--- config.mk ---
export PLATFORM = sky130hd
export DESIGN_NAME = incremental_deadlock_detect_top
export DESIGN_NICKNAME = d
export VERILOG_FILES = /design/src/hw/rtl/iddt_pkg.sv /design/src/hw/rtl/iddt_ram.sv /design/src/hw/rtl/incremental_deadlock_detect_top.sv
export SDC_FILE = /design/constraint.sdc
export NUM_CORES = 2
export LEC_CHECK = 0
export BUFFER_PORTS_ARGS = -buffer_cell sky130_fd_sc_hd__buf_2
export CAP_MARGIN = 20
export CORE_UTILIZATION = 40
export CTS_CLUSTER_DIAMETER = 200
export DETAILED_ROUTE_END_ITERATION = 7
export GPL_ROUTABILITY_DRIVEN = 0
export HOLD_SLACK_MARGIN = 0.05
export PLACE_DENSITY = 0.52
export REMOVE_ABC_BUFFERS = 1
export SYNTH_ARGS = -nofsm -noshare
export SYNTH_HDL_FRONTEND = slang
export SYNTH_SLANG_ARGS = --single-unit
--- constraint.sdc ---
create_clock -name clk -period 4.7 [get_ports clk]
set_input_delay 0.705 -clock clk [delete_from_list [all_inputs] [get_ports clk]]
set_output_delay 0.705 -clock clk [all_outputs]
set_load 0.005 [all_outputs]
--- src/hw/rtl/iddt_pkg.sv ---
package iddt_pkg;

	localparam int MAX_PROCS_DEF     = 32;
	localparam int MAX_RESOURCES_DEF = 32;
	localparam int MAX_EDGES_DEF     = 256;

	localparam int RESULT_CAP = 32;
	localparam int ID_W       = 5;
	localparam int NUM_W      = 8;
	localparam int EDGE_W     = 2 * ID_W + 1;

	localparam logic DIR_REQUEST = 1'b0;
	localparam logic DIR_ASSIGN  = 1'b1;

	typedef struct packed {
		logic [ID_W-1:0] process_id;
		logic [ID_W-1:0] resource_id;
		logic            edge_direction;
	} edge_item_t;

	typedef struct packed {
		logic             deadlocked;
		logic [ID_W-1:0]  stuck_process;
		logic [NUM_W-1:0] edge_number;
		logic             last_of_run;
		logic             edge_dropped;
	} result_item_t;

endpackage

--- src/hw/rtl/iddt_ram.sv ---
module iddt_ram
	#(
		parameter int WIDTH = 8,
		parameter int DEPTH = 64
	)
	(
		input  logic                     clk,
		input  logic                     we,
		input  logic [$clog2(DEPTH)-1:0] waddr,
		input  logic [WIDTH-1:0]         wdata,
		input  logic                     re,
		input  logic [$clog2(DEPTH)-1:0] raddr,
		output logic [WIDTH-1:0]         rdata
	);

	logic [WIDTH-1:0] mem [DEPTH];

	always_ff @(posedge clk) begin
		if (we) begin
			mem[waddr] <= wdata;
		end
		if (re) begin
			rdata <= mem[raddr];
		end
	end

endmodule

--- src/hw/rtl/incremental_deadlock_detect_top.sv ---
// Incremental deadlock detector over a wait-for graph.
// edge channel: one edge per item (process, resource, direction). Direction
// request makes the process point at the resource, assign makes the resource
// point at the process. The edge is stored, then the whole graph is peeled.
// result channel: one item per deadlocked process in ascending id order, the
// final one with last_of_run set; with no deadlock a single item with
// deadlocked low. At most 32 items per edge; full store or bad id sets
// edge_dropped and leaves the graph as it was.
// For each edge the block clears the degree memory, rebuilds out-degrees from
// the stored edges, seeds the zero stack with every node of out-degree zero,
// pops nodes and scans all stored edges for each, decrementing the out-degree
// of every source that points at it, and then reports the processes whose
// out-degree is still nonzero. Edges are taken one at a time: edge_stall stays
// high from acceptance until the last result has entered the output register.
// A result waits in the output register while result_stall is high; the scan
// waits behind it. Reset empties the edge store and returns to idle with no
// memory clearing pass.
module incremental_deadlock_detect_top
	import iddt_pkg::*;
	#(
		parameter int MAX_PROCS     = MAX_PROCS_DEF,
		parameter int MAX_RESOURCES = MAX_RESOURCES_DEF,
		parameter int MAX_EDGES     = MAX_EDGES_DEF
	)
	(
		input  logic         clk,
		input  logic         arst_n,
		input  logic         edge_valid,
		output logic         edge_stall,
		input  edge_item_t   edge_item,
		output logic         result_valid,
		input  logic         result_stall,
		output result_item_t result_item
	);

	localparam int N   = MAX_PROCS + MAX_RESOURCES;
	localparam int NW  = $clog2(N);
	localparam int CW  = $clog2(MAX_EDGES + 1);
	localparam int EAW = $clog2(MAX_EDGES);
	localparam int FW  = $clog2(RESULT_CAP + 1);

	localparam logic [3:0] S_IDLE  = 4'd0;
	localparam logic [3:0] S_CLR   = 4'd1;
	localparam logic [3:0] S_IRD   = 4'd2;
	localparam logic [3:0] S_IDEG  = 4'd3;
	localparam logic [3:0] S_IINC  = 4'd4;
	localparam logic [3:0] S_ZRD   = 4'd5;
	localparam logic [3:0] S_ZCHK  = 4'd6;
	localparam logic [3:0] S_POP   = 4'd7;
	localparam logic [3:0] S_PWAIT = 4'd8;
	localparam logic [3:0] S_PRD   = 4'd9;
	localparam logic [3:0] S_PDEC  = 4'd10;
	localparam logic [3:0] S_PUPD  = 4'd11;
	localparam logic [3:0] S_RRD   = 4'd12;
	localparam logic [3:0] S_RCHK  = 4'd13;
	localparam logic [3:0] S_FIN   = 4'd14;

	logic [3:0]       state_q;
	logic [NW-1:0]    idx_q;
	logic [CW-1:0]    e_q;
	logic [CW-1:0]    cnt_q;
	logic [NW:0]      top_q;
	logic [NW-1:0]    node_q;
	logic [NW-1:0]    src_q;
	logic [NUM_W-1:0] number_q;
	logic             dropped_q;
	logic             pend_v_q;
	logic [ID_W-1:0]  pend_id_q;
	logic [FW-1:0]    found_q;
	logic             out_v_q;
	result_item_t     out_q;

	logic              e_we, e_re;
	logic [EAW-1:0]    e_waddr, e_raddr;
	logic [EDGE_W-1:0] e_wdata, e_rdata;
	logic              d_we, d_re;
	logic [NW-1:0]     d_waddr, d_raddr;
	logic [CW-1:0]     d_wdata, d_rdata;
	logic              s_we, s_re;
	logic [NW-1:0]     s_waddr, s_raddr;
	logic [NW-1:0]     s_wdata, s_rdata;

	logic          drop;
	logic [NW-1:0] pnode, rnode, src, dst;
	logic          out_free;
	logic          out_load;

	iddt_ram #(.WIDTH(EDGE_W), .DEPTH(MAX_EDGES)) u_edge_ram (
		.clk(clk), .we(e_we), .waddr(e_waddr), .wdata(e_wdata),
		.re(e_re), .raddr(e_raddr), .rdata(e_rdata)
	);

	iddt_ram #(.WIDTH(CW), .DEPTH(N)) u_deg_ram (
		.clk(clk), .we(d_we), .waddr(d_waddr), .wdata(d_wdata),
		.re(d_re), .raddr(d_raddr), .rdata(d_rdata)
	);

	iddt_ram #(.WIDTH(NW), .DEPTH(N)) u_stack_ram (
		.clk(clk), .we(s_we), .waddr(s_waddr), .wdata(s_wdata),
		.re(s_re), .raddr(s_raddr), .rdata(s_rdata)
	);

	assign drop = (cnt_q == CW'(MAX_EDGES))
		|| (7'(edge_item.process_id) >= 7'(MAX_PROCS))
		|| (7'(edge_item.resource_id) >= 7'(MAX_RESOURCES));

	// stored edge word is {direction, resource, process}
	assign pnode = NW'(e_rdata[ID_W-1:0]);
	assign rnode = NW'(MAX_PROCS) + NW'(e_rdata[2*ID_W-1:ID_W]);
	assign src   = (e_rdata[EDGE_W-1] == DIR_ASSIGN) ? rnode : pnode;
	assign dst   = (e_rdata[EDGE_W-1] == DIR_ASSIGN) ? pnode : rnode;

	assign out_free     = !out_v_q || !result_stall;
	assign out_load     = ((state_q == S_RCHK) && (d_rdata != '0) && pend_v_q && out_free)
		|| ((state_q == S_FIN) && out_free);
	assign edge_stall   = (state_q != S_IDLE);
	assign result_valid = out_v_q;
	assign result_item  = out_q;

	always_comb begin
		e_we    = 1'b0;
		e_waddr = cnt_q[EAW-1:0];
		e_wdata = {edge_item.edge_direction, edge_item.resource_id, edge_item.process_id};
		e_re    = 1'b0;
		e_raddr = e_q[EAW-1:0];
		d_we    = 1'b0;
		d_waddr = src_q;
		d_wdata = '0;
		d_re    = 1'b0;
		d_raddr = src;
		s_we    = 1'b0;
		s_waddr = top_q[NW-1:0];
		s_wdata = idx_q;
		s_re    = 1'b0;
		s_raddr = NW'(top_q - 1'b1);
		case (state_q)
			S_IDLE: begin
				e_we = edge_valid && !drop;
			end
			S_CLR: begin
				d_we    = 1'b1;
				d_waddr = idx_q;
			end
			S_IRD, S_PRD: begin
				e_re = (e_q != cnt_q);
			end
			S_IDEG: begin
				d_re = 1'b1;
			end
			S_IINC: begin
				d_we    = 1'b1;
				d_wdata = d_rdata + 1'b1;
			end
			S_ZRD, S_RRD: begin
				d_re    = 1'b1;
				d_raddr = idx_q;
			end
			S_ZCHK: begin
				s_we = (d_rdata == '0);
			end
			S_POP: begin
				s_re = (top_q != '0);
			end
			S_PDEC: begin
				d_re = (dst == node_q);
			end
			S_PUPD: begin
				d_we    = (d_rdata != '0);
				d_wdata = d_rdata - 1'b1;
				s_we    = (d_rdata == CW'(1));
				s_wdata = src_q;
			end
			default: begin
			end
		endcase
	end

	always_ff @(posedge clk or negedge arst_n) begin
		if (!arst_n) begin
			state_q  <= S_IDLE;
			cnt_q    <= '0;
			top_q    <= '0;
			pend_v_q <= 1'b0;
			out_v_q  <= 1'b0;
		end else begin
			if (out_v_q && !result_stall && !out_load) begin
				out_v_q <= 1'b0;
			end
			case (state_q)
				S_IDLE: begin
					if (edge_valid) begin
						number_q  <= NUM_W'(cnt_q);
						dropped_q <= drop;
						if (!drop) begin
							cnt_q <= cnt_q + 1'b1;
						end
						idx_q   <= '0;
						state_q <= S_CLR;
					end
				end
				S_CLR: begin
					if (idx_q == NW'(N - 1)) begin
						e_q     <= '0;
						state_q <= S_IRD;
					end else begin
						idx_q <= idx_q + 1'b1;
					end
				end
				S_IRD: begin
					if (e_q == cnt_q) begin
						idx_q   <= '0;
						top_q   <= '0;
						state_q <= S_ZRD;
					end else begin
						state_q <= S_IDEG;
					end
				end
				S_IDEG: begin
					src_q   <= src;
					state_q <= S_IINC;
				end
				S_IINC: begin
					e_q     <= e_q + 1'b1;
					state_q <= S_IRD;
				end
				S_ZRD: begin
					state_q <= S_ZCHK;
				end
				S_ZCHK: begin
					if (d_rdata == '0) begin
						top_q <= top_q + 1'b1;
					end
					if (idx_q == NW'(N - 1)) begin
						state_q <= S_POP;
					end else begin
						idx_q   <= idx_q + 1'b1;
						state_q <= S_ZRD;
					end
				end
				S_POP: begin
					if (top_q == '0) begin
						idx_q    <= '0;
						found_q  <= '0;
						pend_v_q <= 1'b0;
						state_q  <= S_RRD;
					end else begin
						top_q   <= top_q - 1'b1;
						state_q <= S_PWAIT;
					end
				end
				S_PWAIT: begin
					node_q  <= s_rdata;
					e_q     <= '0;
					state_q <= S_PRD;
				end
				S_PRD: begin
					state_q <= (e_q == cnt_q) ? S_POP : S_PDEC;
				end
				S_PDEC: begin
					e_q <= e_q + 1'b1;
					if (dst == node_q) begin
						src_q   <= src;
						state_q <= S_PUPD;
					end else begin
						state_q <= S_PRD;
					end
				end
				S_PUPD: begin
					if (d_rdata == CW'(1)) begin
						top_q <= top_q + 1'b1;
					end
					state_q <= S_PRD;
				end
				S_RRD: begin
					state_q <= S_RCHK;
				end
				S_RCHK: begin
					if (!(d_rdata != '0 && pend_v_q && !out_free)) begin
						if (d_rdata != '0) begin
							if (pend_v_q) begin
								out_v_q <= 1'b1;
								out_q   <= '{1'b1, pend_id_q, number_q, 1'b0, dropped_q};
							end
							pend_v_q  <= 1'b1;
							pend_id_q <= ID_W'(idx_q);
							found_q   <= found_q + 1'b1;
						end
						if ((d_rdata != '0 && found_q == FW'(RESULT_CAP - 1))
							|| idx_q == NW'(MAX_PROCS - 1)) begin
							state_q <= S_FIN;
						end else begin
							idx_q   <= idx_q + 1'b1;
							state_q <= S_RRD;
						end
					end
				end
				S_FIN: begin
					if (out_free) begin
						out_v_q <= 1'b1;
						out_q   <= '{pend_v_q, pend_v_q ? pend_id_q : '0, number_q, 1'b1,
							dropped_q};
						state_q <= S_IDLE;
					end
				end
				default: begin
					state_q <= S_IDLE;
				end
			endcase
		end
	end

endmodule

==> flow_metrics.tcl <==
set metrics [dict create \
    clock_path_buffers 4 \
    cts_tree "yes" \
    cts_root_buf "clkbuf_16" \
    p_per_area_nw_per_um2 501.1 \
    synth_cell_type_count 88 \
    postRouteAntennaNets 0 \
    grt_pass1_wl_mm 632.5 \
    seqPwrFrac 0.456 \
    synth_area_per_cell_um2 19.60 \
    port_buffers 32 \
    cts_sinks 3887 \
    antenna_found_initial 21 \
    status "completed" \
    report.final.hold_viol_count 0 \
    start_util 0.4023 \
    p_sw_uw 25210 \
    drive_gt1_frac 0.2454 \
    synth_edf_count 3865 \
    layout.nets 8423 \
    switching_share 0.2865 \
    routed_wirelength_mm 452.0 \
    row_count 226 \
    power.total_uw 87990 \
    drc_errors 0 \
    track_usage 0.2323 \
    worst_slew_margin_rel 0.1795 \
    critPathLaunchType "register" \
    async_flop_share 0.005660 \
    grt_max_degree 122 \
    ys.flop_type "edfxtp_1" \
    min_period_over_period 0.9290 \
    avgViaCountPerCell 5.923 \
    finalSetupViolCount 0 \
    worstPathMaxFanout 19 \
    critical_path_class "register to register" \
    worst_slack_ns 0.3338 \
    period_minus_slack_ns 4.366 \
    vias 81490 \
    synth_area_um2 152700 \
    clock_latency_ns 0.99 \
    fmax_mhz 229.0 \
    drv_slew 0 \
    area_growth_syn_to_layout_pct 15.02 \
    cts_buffers 408 \
    ys_seq_elements 3887 \
    fin_skew_ns 0.07933 \
    rsz0062_at_grt "no" \
    synth-seq-area-share 0.7638 \
    die_w_um 619.8 \
    yosys_warnings 0 \
    core-area_um2 379500 \
    p_comb_frac 0.189 \
    hpwl_mm 280.5 \
    tightestPinTransition_ns 1.226 \
    htree_levels 5 \
    ctsResizeCount 0 \
    p_leak_uw 0.05543 \
    pre_cts_ws_ns 0.5253 \
    cts_hold_buf 2 \
    vdd_drop_max_v 0.0004297 \
    die_y_um 619.8 \
    arrival_ns 5.14 \
    clk_pin_slew_ns 0.07 \
    post_cts_buffers 0 \
    p_clk_frac 0.354 \
    p_int_uw 62790 \
    wl_per_cell_um 32.86 \
    required_ns 5.48 \
    fp.dieArea_um2 384100 \
    drv_cap 0 \
    pin_count 33 \
    drtIter0Drc 10460 \
    min_path_type "primary input to register" \
    gr-total-overflow 0 \
    syn_inst 7790 \
    critPathCaptureType "register" \
    grt_pass1_vias 80150 \
    dr.pass1.iters 6 \
]
-- metrics by stage --
stage               setup TNS (ns)  std cells    util  hold WS, ns  instance area (µm²)
floorplan                 -1272.39       7319       -       0.4003               150100
global placement                 0      12980  0.4283       0.4604               162500
detailed placement               0      12980  0.4284       0.4412               162600
CTS                              0      13730  0.4622       0.1746               175400
global route                     0      13750  0.4627       0.2046               175600
finish                           0      13760  0.4627       0.2377               175600
-- routing by layer --
| metal | share of wire | vias to the layer above | track usage |
|---|---|---|---|
| met3 | 0.083 | 704 | 0.04223 |
| met1 | 0.43 | 43770 | 0.3396 |
| met2 | 0.46 | 3706 | 0.3530 |
| li1 | - | 33310 | - |
| met5 | 0.000060 | - | 0 |
| met4 | 0.036 | 4 | 0.07510 |
-- cells in the final DEF, fill, tap and decap left out, drive strengths merged, types with 24 or more instances in the layout --
cell and n:
a211oi 25, a21oi 82, a22oi 106, a31oi 99
buf 651, clkbuf 514, clkinv 203, edfxtp 3865
inv 35, mux2i 224, mux4 827, nand2 379
nand3 439, nand4 88, nor2 491, nor2b 26
nor3 24, o21ai 236, o22ai 36, xnor2 28
-- cells in the mapped netlist, drive strengths merged, types with 7 or more instances --
master  number  area (µm²)
nor2       491        1848
nand3      439        2197
o22ai       36       225.2
a222oi       9       90.09
a211oi      25       197.7
nor2b       26       162.7
mux2         8       90.09
nand2      379        1430
buf        253        1699
nand3b       9       67.56
a22oi      106       795.8
o31ai       12       155.1
inv         23       86.34
a221oi      22       192.7
xnor2       28       252.8
a311oi       8       70.07
a21oi       82       417.9
and3        18       112.6
edfxtp    3865      116100
a22o        19       166.4
o21ai      236        1181
o211ai      22       170.2
dfrtp       22       550.5
and4        10       87.58
mux4       827       18630
or3         13       81.33
nand4       88       550.5
nor4        17       125.1
and2         9       56.30
nand2b      17       106.4
a32oi        7       61.31
clkbuf     218       818.3
mux2i      224        2271
xor2        15       138.9
nor3        24       130.1
ha          14       175.2
a31oi       99       619.3
a21boi       9       67.56
-- power groups by stage --
stage	Combinational, µW	Clock (µW)	Sequential, µW
final	16700	31200	40200
after global routing	17500	32900	40200
after CTS	16700	31700	40200
after detailed placement	16600	0	40900
after global placement	16500	0	40900
after floorplan	11300	0	41500
-- layout make-up --
| cell class | instances | area, µm² |
|---|---|---|
| fillers | 31980 | 203900 |
| flip-flops and latches | 3887 | 116600 |
| multi-input cells | 3406 | 33820 |
| clock buffers | 502 | 10700 |
| well taps | 5016 | 6276 |
| repair buffers | 665 | 5931 |
| clock inverters | 245 | 2127 |
| inverters | 26 | 105.1 |
| diodes | 11 | 27.53 |
-- flip-flops by register name, summed over array words and instances, names as in the netlist, 6 cells and up --
name,cells
u_edge_ram.mem,2816
u_deg_ram.mem,576
u_stack_ram.mem,384
result_item,16
u_edge_ram.rdata,11
cnt_q,9
e_q,9
u_deg_ram.rdata,9
number_q,8
top_q,7
found_q,6
idx_q,6
node_q,6
src_q,6
u_stack_ram.rdata,6
-- worst paths after layout --
kind / start / to / slack, ns / cells after the start
worst max-delay path: e_q[2] / u_edge_ram.rdata[1] / 0.33 / 8
worst min-delay path: edge_item[10] / u_edge_ram.mem[8][4] / 0.24 / 1
worst max register to register: e_q[2] / u_edge_ram.rdata[1] / 0.33 / 8
worst min register to register: u_stack_ram.rdata[4] / node_q[4] / 0.45 / 0
max in group asynchronous: arst_n / top_q[0] / 3.94 / 3
min in group asynchronous: arst_n / pend_v_q / 0.32 / 3
-- logic make-up (layout without fill, tap and decap cells) --
group,count (synthesis),after routing,synth area share
flip-flops,3887,3887,0.7638
AND/OR/NAND/NOR,1552,1552,0.04621
multiplexers,1059,1059,0.1375
AO/OA/AOI/OAI,738,738,0.03164
buffers and inverters,497,1438,0.01714
XOR/XNOR,43,43,0.002565
adder cells (fa/ha/maj),14,14,0.001147
other,0,11,0
-- worst max-delay path, cell delays in order (launching register included) --
cell,delay [ns]
edfxtp_1,1.06
inv_2,0.40
buf_12,0.32
nor2_4,0.44
buf_4,0.55
a22oi_1,0.13
a21oi_1,0.76
nor3_1,0.09
o32ai_1,0.33
No activity file was read; power rests on OpenSTA's default activity.
